==> config.mk <==
export PLATFORM = sky130hd
export DESIGN_NAME = ffca_ctrl
export DESIGN_NICKNAME = d
export VERILOG_FILES = /design/src/hw/rtl/ffca_pkg.sv /design/src/hw/rtl/ffca_ctrl.sv
export SDC_FILE = /design/constraint.sdc
export NUM_CORES = 1
export LEC_CHECK = 0
export BUFFER_PORTS_ARGS = -buffer_cell sky130_fd_sc_hd__buf_2
export CORE_MARGIN = 2
export CORE_UTILIZATION = 65
export DETAILED_ROUTE_END_ITERATION = 6
export PLACE_DENSITY = 0.84
export SLEW_MARGIN = 15
export SYNTH_ARGS = -nofsm -noshare
export SYNTH_HDL_FRONTEND = slang
export SYNTH_SLANG_ARGS = --single-unit
export TNS_END_PERCENT = 1
==> constraint.sdc <==
create_clock -name i_clk -period 8.64 [get_ports i_clk]
set_input_delay 0.432 -clock i_clk [delete_from_list [all_inputs] [get_ports i_clk]]
set_output_delay 0.432 -clock i_clk [all_outputs]
set_load 0.1 [all_outputs]
==> src/hw/rtl/ffca_pkg.sv <==
// Shared types and constants of the first-fit chunk allocator.
package ffca_pkg;

    localparam int MAX_CHUNKS  = 1024;
    localparam int CHUNK_SHIFT = 5;
    localparam int CHUNK_BYTES = 1 << CHUNK_SHIFT;
    localparam int HDR_BYTES   = 16;
    localparam int AW          = $clog2(MAX_CHUNKS);  // chunk index width
    localparam int LW          = AW + 1;              // block length width
    localparam int IW          = AW + 2;              // walk index width, holds index + length
    localparam int OFF_W       = 15;
    localparam int SIZE_W      = 15;
    localparam int TOT_W       = 16;

    typedef enum logic [1:0] {
        OP_ALLOC   = 2'd0,
        OP_FREE    = 2'd1,
        OP_REALLOC = 2'd2,
        OP_REINIT  = 2'd3
    } t_op;

    typedef enum logic [1:0] {
        ST_OK      = 2'd0,
        ST_BAD_PAR = 2'd1,
        ST_NO_MEM  = 2'd2,
        ST_BAD_PTR = 2'd3
    } t_status;

    typedef enum logic [3:0] {
        S_CLEAR,
        S_IDLE,
        S_CHK_RD,
        S_CHK,
        S_ABS_RD,
        S_ABS,
        S_ABS_END,
        S_MERGE_RD,
        S_MERGE,
        S_WALK_RD,
        S_WALK,
        S_SPLIT1,
        S_SPLIT2,
        S_DONE
    } t_state;

    // One entry of the chunk table.
    typedef struct packed {
        logic          hv;
        logic          used;
        logic [LW-1:0] len;
    } t_entry;

    typedef struct packed {
        logic          we;
        logic [AW-1:0] waddr;
        t_entry        wdata;
        logic [AW-1:0] raddr;
    } t_mem_req;

    typedef struct packed {
        t_status            status;
        logic [OFF_W-1:0]   offset;
        logic [TOT_W-1:0]   used;
    } t_result;

endpackage

==> src/hw/rtl/ffca_ctrl.sv <==
// Sequencer and shared datapath that walk, split and merge blocks in the chunk table.
module ffca_ctrl
    import ffca_pkg::*;
(
    input  logic              i_clk,
    input  logic              i_rst_n,
    input  logic              i_cfg_we,
    input  logic [LW-1:0]     i_cfg_wdata,
    input  logic              i_in_valid,
    input  logic [1:0]        i_operation,
    input  logic [SIZE_W-1:0] i_size_bytes,
    input  logic [OFF_W-1:0]  i_user_offset,
    input  logic              i_slot_free,
    input  t_entry            i_rdata,
    output logic              o_in_ready,
    output logic              o_done,
    output t_result           o_result,
    output t_mem_req          o_mem
);

    t_state r_state, n_state;
    t_op    r_op, n_op;
    logic [SIZE_W-1:0] r_size, n_size;
    logic [OFF_W-1:0]  r_ptr, n_ptr;
    logic [LW-1:0]     r_need, n_need;
    logic [IW-1:0]     r_i, n_i;
    logic [AW-1:0]     r_h, n_h;
    logic [LW-1:0]     r_hlen, n_hlen;
    logic [IW-1:0]     r_nx, n_nx;
    logic [TOT_W-1:0]  r_total, n_total;
    t_status           r_status, n_status;
    logic [OFF_W-1:0]  r_off, n_off;
    logic [LW-1:0]     r_pool, n_pool;
    logic [AW-1:0]     r_clr, n_clr;
    logic              r_item, n_item;
    logic              r_merge, n_merge;

    logic [LW-1:0]     live;
    logic [TOT_W-1:0]  need_sum;
    logic [LW-1:0]     need_in;
    logic [OFF_W-1:0]  ptr_q;
    logic [OFF_W-1:0]  ptr_h;
    logic              ptr_ok;
    logic              in_acc;
    t_op               op_in;
    logic              realloc_fits;
    logic              absorb_ok;
    logic              entry_free;
    logic              walk_fits;

    // Effective pool size, clamped to the table.
    always_comb begin
        if (r_pool < LW'(2)) begin
            live = LW'(2);
        end else if (r_pool > LW'(MAX_CHUNKS)) begin
            live = LW'(MAX_CHUNKS);
        end else begin
            live = r_pool;
        end
    end

    // Request decode: chunk count and header position of a user pointer.
    assign op_in    = t_op'(i_operation);
    assign in_acc   = o_in_ready && i_in_valid;
    assign need_sum = TOT_W'(i_size_bytes) + TOT_W'(CHUNK_BYTES + HDR_BYTES);
    assign need_in  = LW'(need_sum >> CHUNK_SHIFT);
    assign ptr_q    = i_user_offset - OFF_W'(HDR_BYTES);
    assign ptr_h    = ptr_q >> CHUNK_SHIFT;
    assign ptr_ok   = (i_user_offset >= OFF_W'(HDR_BYTES))
                   && (ptr_q[CHUNK_SHIFT-1:0] == '0)
                   && (ptr_h < OFF_W'(live));

    // Entry tests on the word just read.
    assign entry_free   = i_rdata.hv && !i_rdata.used;
    assign absorb_ok    = entry_free && (i_rdata.len != '0);
    assign walk_fits    = entry_free && (i_rdata.len > r_need);
    assign realloc_fits = (TOT_W'(r_size) + TOT_W'(HDR_BYTES))
                       <= (TOT_W'(i_rdata.len) << CHUNK_SHIFT);

    // Next state.
    always_comb begin
        n_state = r_state;
        unique case (r_state)
            S_CLEAR: begin
                if (r_clr == AW'(MAX_CHUNKS - 1)) begin
                    n_state = r_item ? S_DONE : S_IDLE;
                end
            end
            S_IDLE: begin
                if (i_cfg_we) begin
                    n_state = S_CLEAR;
                end else if (i_in_valid) begin
                    case (op_in)
                        OP_ALLOC:   n_state = (i_size_bytes == '0) ? S_DONE : S_WALK_RD;
                        OP_REINIT:  n_state = S_CLEAR;
                        default:    n_state = ptr_ok ? S_CHK_RD : S_DONE;
                    endcase
                end
            end
            S_CHK_RD: n_state = S_CHK;
            S_CHK: begin
                if (!i_rdata.hv || !i_rdata.used) begin
                    n_state = S_DONE;
                end else if (r_op == OP_REALLOC && realloc_fits) begin
                    n_state = S_DONE;
                end else begin
                    n_state = S_ABS_RD;
                end
            end
            S_ABS_RD:  n_state = (r_nx < IW'(live)) ? S_ABS : S_ABS_END;
            S_ABS:     n_state = absorb_ok ? S_ABS_RD : S_ABS_END;
            S_ABS_END: begin
                if (r_merge) begin
                    n_state = S_MERGE_RD;
                end else begin
                    n_state = (r_op == OP_REALLOC) ? S_WALK_RD : S_DONE;
                end
            end
            S_MERGE_RD: n_state = (r_i < IW'(live)) ? S_MERGE : S_DONE;
            S_MERGE: begin
                if (i_rdata.len == '0) begin
                    n_state = S_DONE;
                end else if (entry_free) begin
                    n_state = S_ABS_RD;
                end else begin
                    n_state = S_MERGE_RD;
                end
            end
            S_WALK_RD: n_state = (r_i < IW'(live)) ? S_WALK : S_MERGE_RD;
            S_WALK: begin
                if (i_rdata.len == '0) begin
                    n_state = S_MERGE_RD;
                end else if (walk_fits) begin
                    n_state = S_SPLIT1;
                end else begin
                    n_state = S_WALK_RD;
                end
            end
            S_SPLIT1: n_state = S_SPLIT2;
            S_SPLIT2: n_state = S_DONE;
            S_DONE:   n_state = i_slot_free ? S_IDLE : S_DONE;
            default:  n_state = S_CLEAR;
        endcase
    end

    // Outputs: handshake and memory port.
    always_comb begin
        o_in_ready      = (r_state == S_IDLE) && !i_cfg_we;
        o_done          = (r_state == S_DONE);
        o_mem.we        = 1'b0;
        o_mem.waddr     = r_h;
        o_mem.wdata     = '0;
        o_mem.raddr     = r_i[AW-1:0];
        unique case (r_state)
            S_CLEAR: begin
                o_mem.we    = 1'b1;
                o_mem.waddr = r_clr;
                if (r_clr == '0) begin
                    o_mem.wdata = '{hv: 1'b1, used: 1'b0, len: live};
                end
            end
            S_CHK_RD: o_mem.raddr = r_h;
            S_ABS_RD: o_mem.raddr = r_nx[AW-1:0];
            S_ABS: begin
                o_mem.we    = absorb_ok;
                o_mem.waddr = r_nx[AW-1:0];
            end
            S_ABS_END: begin
                o_mem.we    = 1'b1;
                o_mem.wdata = '{hv: 1'b1, used: 1'b0, len: r_hlen};
            end
            S_SPLIT1: begin
                o_mem.we    = 1'b1;
                o_mem.wdata = '{hv: 1'b1, used: 1'b1, len: r_need};
            end
            S_SPLIT2: begin
                o_mem.we    = 1'b1;
                o_mem.waddr = r_i[AW-1:0];
                o_mem.wdata = '{hv: 1'b1, used: 1'b0, len: r_hlen};
            end
            default: begin
            end
        endcase
    end

    // Datapath next values, sharing one index adder path per state.
    always_comb begin
        n_op     = r_op;
        n_size   = r_size;
        n_ptr    = r_ptr;
        n_need   = r_need;
        n_i      = r_i;
        n_h      = r_h;
        n_hlen   = r_hlen;
        n_nx     = r_nx;
        n_total  = r_total;
        n_status = r_status;
        n_off    = r_off;
        n_pool   = r_pool;
        n_clr    = r_clr;
        n_item   = r_item;
        n_merge  = r_merge;
        case (r_state)
            S_CLEAR: n_clr = r_clr + AW'(1);
            S_IDLE: begin
                if (i_cfg_we) begin
                    n_pool  = i_cfg_wdata;
                    n_total = '0;
                    n_clr   = '0;
                    n_item  = 1'b0;
                end else if (in_acc) begin
                    n_op     = op_in;
                    n_size   = i_size_bytes;
                    n_ptr    = i_user_offset;
                    n_need   = need_in;
                    n_status = ST_OK;
                    n_off    = '0;
                    n_i      = '0;
                    n_merge  = 1'b0;
                    n_h      = ptr_h[AW-1:0];
                    case (op_in)
                        OP_ALLOC: begin
                            if (i_size_bytes == '0) begin
                                n_status = ST_BAD_PAR;
                            end
                        end
                        OP_REINIT: begin
                            n_total = '0;
                            n_clr   = '0;
                            n_item  = 1'b1;
                        end
                        default: begin
                            if (!ptr_ok) begin
                                n_status = ST_BAD_PTR;
                            end
                        end
                    endcase
                end
            end
            S_CHK: begin
                if (!i_rdata.hv || !i_rdata.used) begin
                    n_status = ST_BAD_PTR;
                end else if (r_op == OP_REALLOC && realloc_fits) begin
                    n_off = r_ptr;
                end else begin
                    n_total = r_total - (TOT_W'(i_rdata.len) << CHUNK_SHIFT);
                    n_hlen  = i_rdata.len;
                    n_nx    = IW'(r_h) + IW'(i_rdata.len);
                end
            end
            S_ABS: begin
                if (absorb_ok) begin
                    n_hlen = r_hlen + i_rdata.len;
                    n_nx   = IW'(r_h) + IW'(r_hlen + i_rdata.len);
                end
            end
            S_ABS_END: begin
                n_i = r_merge ? (IW'(r_h) + IW'(r_hlen)) : '0;
            end
            S_MERGE: begin
                if (i_rdata.len != '0) begin
                    if (entry_free) begin
                        n_h    = r_i[AW-1:0];
                        n_hlen = i_rdata.len;
                        n_nx   = r_i + IW'(i_rdata.len);
                    end else begin
                        n_i = r_i + IW'(i_rdata.len);
                    end
                end
            end
            S_WALK_RD: begin
                if (!(r_i < IW'(live))) begin
                    n_status = ST_NO_MEM;
                    n_i      = '0;
                    n_merge  = 1'b1;
                end
            end
            S_WALK: begin
                if (i_rdata.len == '0) begin
                    n_status = ST_NO_MEM;
                    n_i      = '0;
                    n_merge  = 1'b1;
                end else if (walk_fits) begin
                    n_h    = AW'(r_i + IW'(i_rdata.len) - IW'(r_need));
                    n_hlen = i_rdata.len - r_need;
                end else begin
                    n_i = r_i + IW'(i_rdata.len);
                end
            end
            S_SPLIT2: begin
                n_total = r_total + (TOT_W'(r_need) << CHUNK_SHIFT);
                n_off   = OFF_W'((OFF_W'(r_h) << CHUNK_SHIFT) + OFF_W'(HDR_BYTES));
            end
            default: begin
            end
        endcase
    end

    // Control registers.
    always_ff @(posedge i_clk) begin
        if (!i_rst_n) begin
            r_state <= S_CLEAR;
            r_pool  <= LW'(MAX_CHUNKS);
            r_clr   <= '0;
            r_item  <= 1'b0;
            r_total <= '0;
            r_merge <= 1'b0;
        end else begin
            r_state <= n_state;
            r_pool  <= n_pool;
            r_clr   <= n_clr;
            r_item  <= n_item;
            r_total <= n_total;
            r_merge <= n_merge;
        end
    end

    // Working registers.
    always_ff @(posedge i_clk) begin
        r_op     <= n_op;
        r_size   <= n_size;
        r_ptr    <= n_ptr;
        r_need   <= n_need;
        r_i      <= n_i;
        r_h      <= n_h;
        r_hlen   <= n_hlen;
        r_nx     <= n_nx;
        r_status <= n_status;
        r_off    <= n_off;
    end

    assign o_result = '{status: r_status, offset: r_off, used: r_total};

`ifndef SYNTHESIS
    // The tail write of a split always follows its header write.
    a_split_order: assert property (@(posedge i_clk) disable iff (!i_rst_n)
        r_state == S_SPLIT2 |-> $past(r_state) == S_SPLIT1)
        else $error("split tail write without header write");

    // Outside the clearing pass, writes stay inside the live pool.
    a_write_in_pool: assert property (@(posedge i_clk) disable iff (!i_rst_n)
        (o_mem.we && r_state != S_CLEAR) |-> (IW'(o_mem.waddr) < IW'(live)))
        else $error("table write outside the pool");

    // An allocation walk never runs with a zero chunk count.
    a_need_nonzero: assert property (@(posedge i_clk) disable iff (!i_rst_n)
        r_state == S_WALK |-> r_need != '0)
        else $error("walk with zero chunk count");
`endif

endmodule

==> metrics.yaml <==
grt:
  grt_pass1_wl_mm: 59.8
  grt.total_usage: 0.398
  grt_overflow: 0
  antenna_found_initial: 1
  grt_max_degree: 46
  grt_pass1_vias: 10855
routing:
  wl_per_cell_um: 23.3
  drc_errors: 4
  routed_via_density: 6.84
  drt-total-wl_mm: 39.1
  vias: 11459
  firstDrtPassIters: 7
  ant_nets: 0
  drt_first_iter_violations: 1601
floorplan:
  rows: 49
  fp.coreArea_um2: 18000
  initial_utilization: 0.665
  dieArea_um2: 19500
  die_h_um: 140
  io_pins: 130
  die_x_um: 140
synth:
  ys_top_cells_by_area: "edfxtp_1 (26%), ha_1 (13%), dfxtp_1 (6.4%)"
  syn_area_per_cell_um2: 9.02
  async_flop_share: 0
  synth.top_cell.area_share: 0.264
  yosys_warnings: 0
  synth_top_cell_by_area: "edfxtp_1"
  synth_seq_cells: 143
  netlist_area_um2: 11900
  synth-seq-area-share: 0.328
  yosys-top-cells-count: "nand2_1 (131), ha_1 (128), nor2_1 (118), edfxtp_1 (105), a21oi_1 (91)"
  synth.most_common_cell: "nand2_1"
  synth_edf_count: 105
  synthFlopType: "edfxtp_1"
  synth_cell_types: 72
  synthCells: 1323
setup_path:
  startpoint_type: "register"
  cp.required_ns: 8.21
  path_class: "register to output port"
  r2r_slack_ns: 4.47
  worstSetupEndpointType: "output port"
  r2r_start: "r_state[1]"
  arrival_ns: 3.90
  r2r-end: "r_total[15]"
  crit_fanout: 29
  ff2ff_path_depth: 17
timing:
  final-max-slew-violation-count: 0
  hold_viol: 0
  fmax_mhz: 231
  skew_ns: 0.00821
  setup_viol: 0
  final.setup.tns_ns: 0
  timing.hold.ws_ns: 0.187
  fin_crit_sh: 0.501
  grt_setup_unrepaired: "false"
  slew_headroom: 0.225
  fin_crit_ns: 4.33
  worst_pin_slew_ns: 1.16
clocking:
  numCtsBuffers: 17
  path_clk_slew_ns: 0.07
  postCtsHoldBufs: 0
  tritoncts: "yes"
  clock_latency_ns: 0.43
  cts_max_level: 4
  cts-root-buf: "clkbuf_16"
  post_cts_buffers: 0
  ctsLongestPathBuffers: 2
  cts.sinks: 143
  cts.repair.resized: 0
job:
  maxCapViolations: 0
placement:
  hpwl_mm: 30.0
  portBuffers: 124
  gp_congestion: 1.08
worst_hold_path:
  min_path_type: "input port to register"
  worstHoldPathCells: 1
  holdCritStartpoint: "i_size_bytes[2]"
  hold_end: "r_size[2]"
pwr:
  ir_drop_mv: 0.188
  power.density_nw_per_um2: 134
  p_leak_uw: 0.00564
layout:
  fin_nets: 1641
  n_antenna_cell: 0
  layout-drive-gt1-share: 0.127
  area_growth_pct: 11.9
outcome:
  status: "finished with violations"
  violations: "design-rule violations"
-- power by group --
group	switching [uW]	total [uW]	internal (uW)
clock	315	777	462
combinational	176	274	98.2
sequential	2.22	738	736
total	493	1790	1300
-- flip-flops by register name, indices dropped and copies added (netlist names), 11 cells and up --
| register | cells |
|---|---|
| r_off | 15 |
| r_total | 11 |
| r_nx | 12 |
| r_pool | 11 |
| r_hlen | 11 |
| r_i | 12 |
| r_size | 15 |
| r_ptr | 15 |
| r_need | 11 |
-- worst max-delay path by stage --
| stage | slack, ns | from | end | depth (start not counted) |
|---|---|---|---|---|
| final | 4.31 | r_state[1] | o_mem[23] | 7 |
| after global routing | 4.08 | r_state[1] | r_total[15] | 17 |
| after CTS | 4.42 | r_state[1] | o_mem[23] | 7 |
| after detailed placement | 4.58 | r_state[1] | r_total[15] | 17 |
| after global placement | 4.70 | r_state[1] | r_total[15] | 17 |
| after floorplan | 4.77 | r_state[0] | o_mem[10] | 6 |
-- per-stage QoR --
step	instances	total power, uW	instance area [um2]	utilization	worst slack [ns]
6_report	1676	1790	13400	0.744	4.31
5_1_grt	1676	1840	13400	0.744	4.08
4_1_cts	1676	1780	13400	0.744	4.42
3_5_place_dp	1644	1020	12700	0.710	4.58
3_3_place_gp	1644	1010	12700	0.710	4.70
2_1_floorplan	1327	939	12000	-	4.77
-- layout by cell type, fill, tap and decap left out, types with 24 or more instances in the layout --
cell      instances
o21ai_0          90
nand2_1         131
edfxtp_1        105
nor2_1          116
ha_1            128
buf_2           124
xnor2_1          67
nor2b_1          26
nand3_1          25
nor3_1           24
dfxtp_1          38
a22oi_1          37
xor2_1           40
a21oi_1          91
inv_1            66
-- layout make-up --
class	instances	area, um2
Clock buffer	19	433
Clock inverter	13	175
Fill cell	1356	4610
Inverter	68	255
Multi-Input combinational cell	1068	7580
Sequential cell	143	3910
Tap cell	229	287
Timing Repair Buffer	136	711
-- routing by layer --
layer  global-route usage  wire [um]  vias up
met3               0.0964       5070      183
met4                0.171       1910        6
li1                     -          -     5132
met5               0.0201         75        -
met2                0.640      17700      875
met1                0.514      14300     5263
-- worst max-delay path, stage by stage (launching register included) --
cell     delay [ns]
dfxtp_1        0.86
inv_1          0.39
nand2_1        0.47
nor2_2         0.07
buf_4          0.27
or3_1          0.64
a21oi_1        0.29
buf_2          0.46
-- cells by family after synthesis --
| kind of cell | after synthesis | share of synthesized area |
|---|---|---|
| multiplexers | 3 | 0.00272 |
| other | 1 | 0.000314 |
| adder cells (fa/ha/maj) | 146 | 0.164 |
| AND/OR/NAND/NOR | 413 | 0.165 |
| AO/OA/AOI/OAI | 393 | 0.220 |
| XOR/XNOR | 108 | 0.0804 |
| buffers and inverters | 116 | 0.0387 |
| flip-flops | 143 | 0.328 |
No activity file was read; power rests on OpenSTA's default activity.
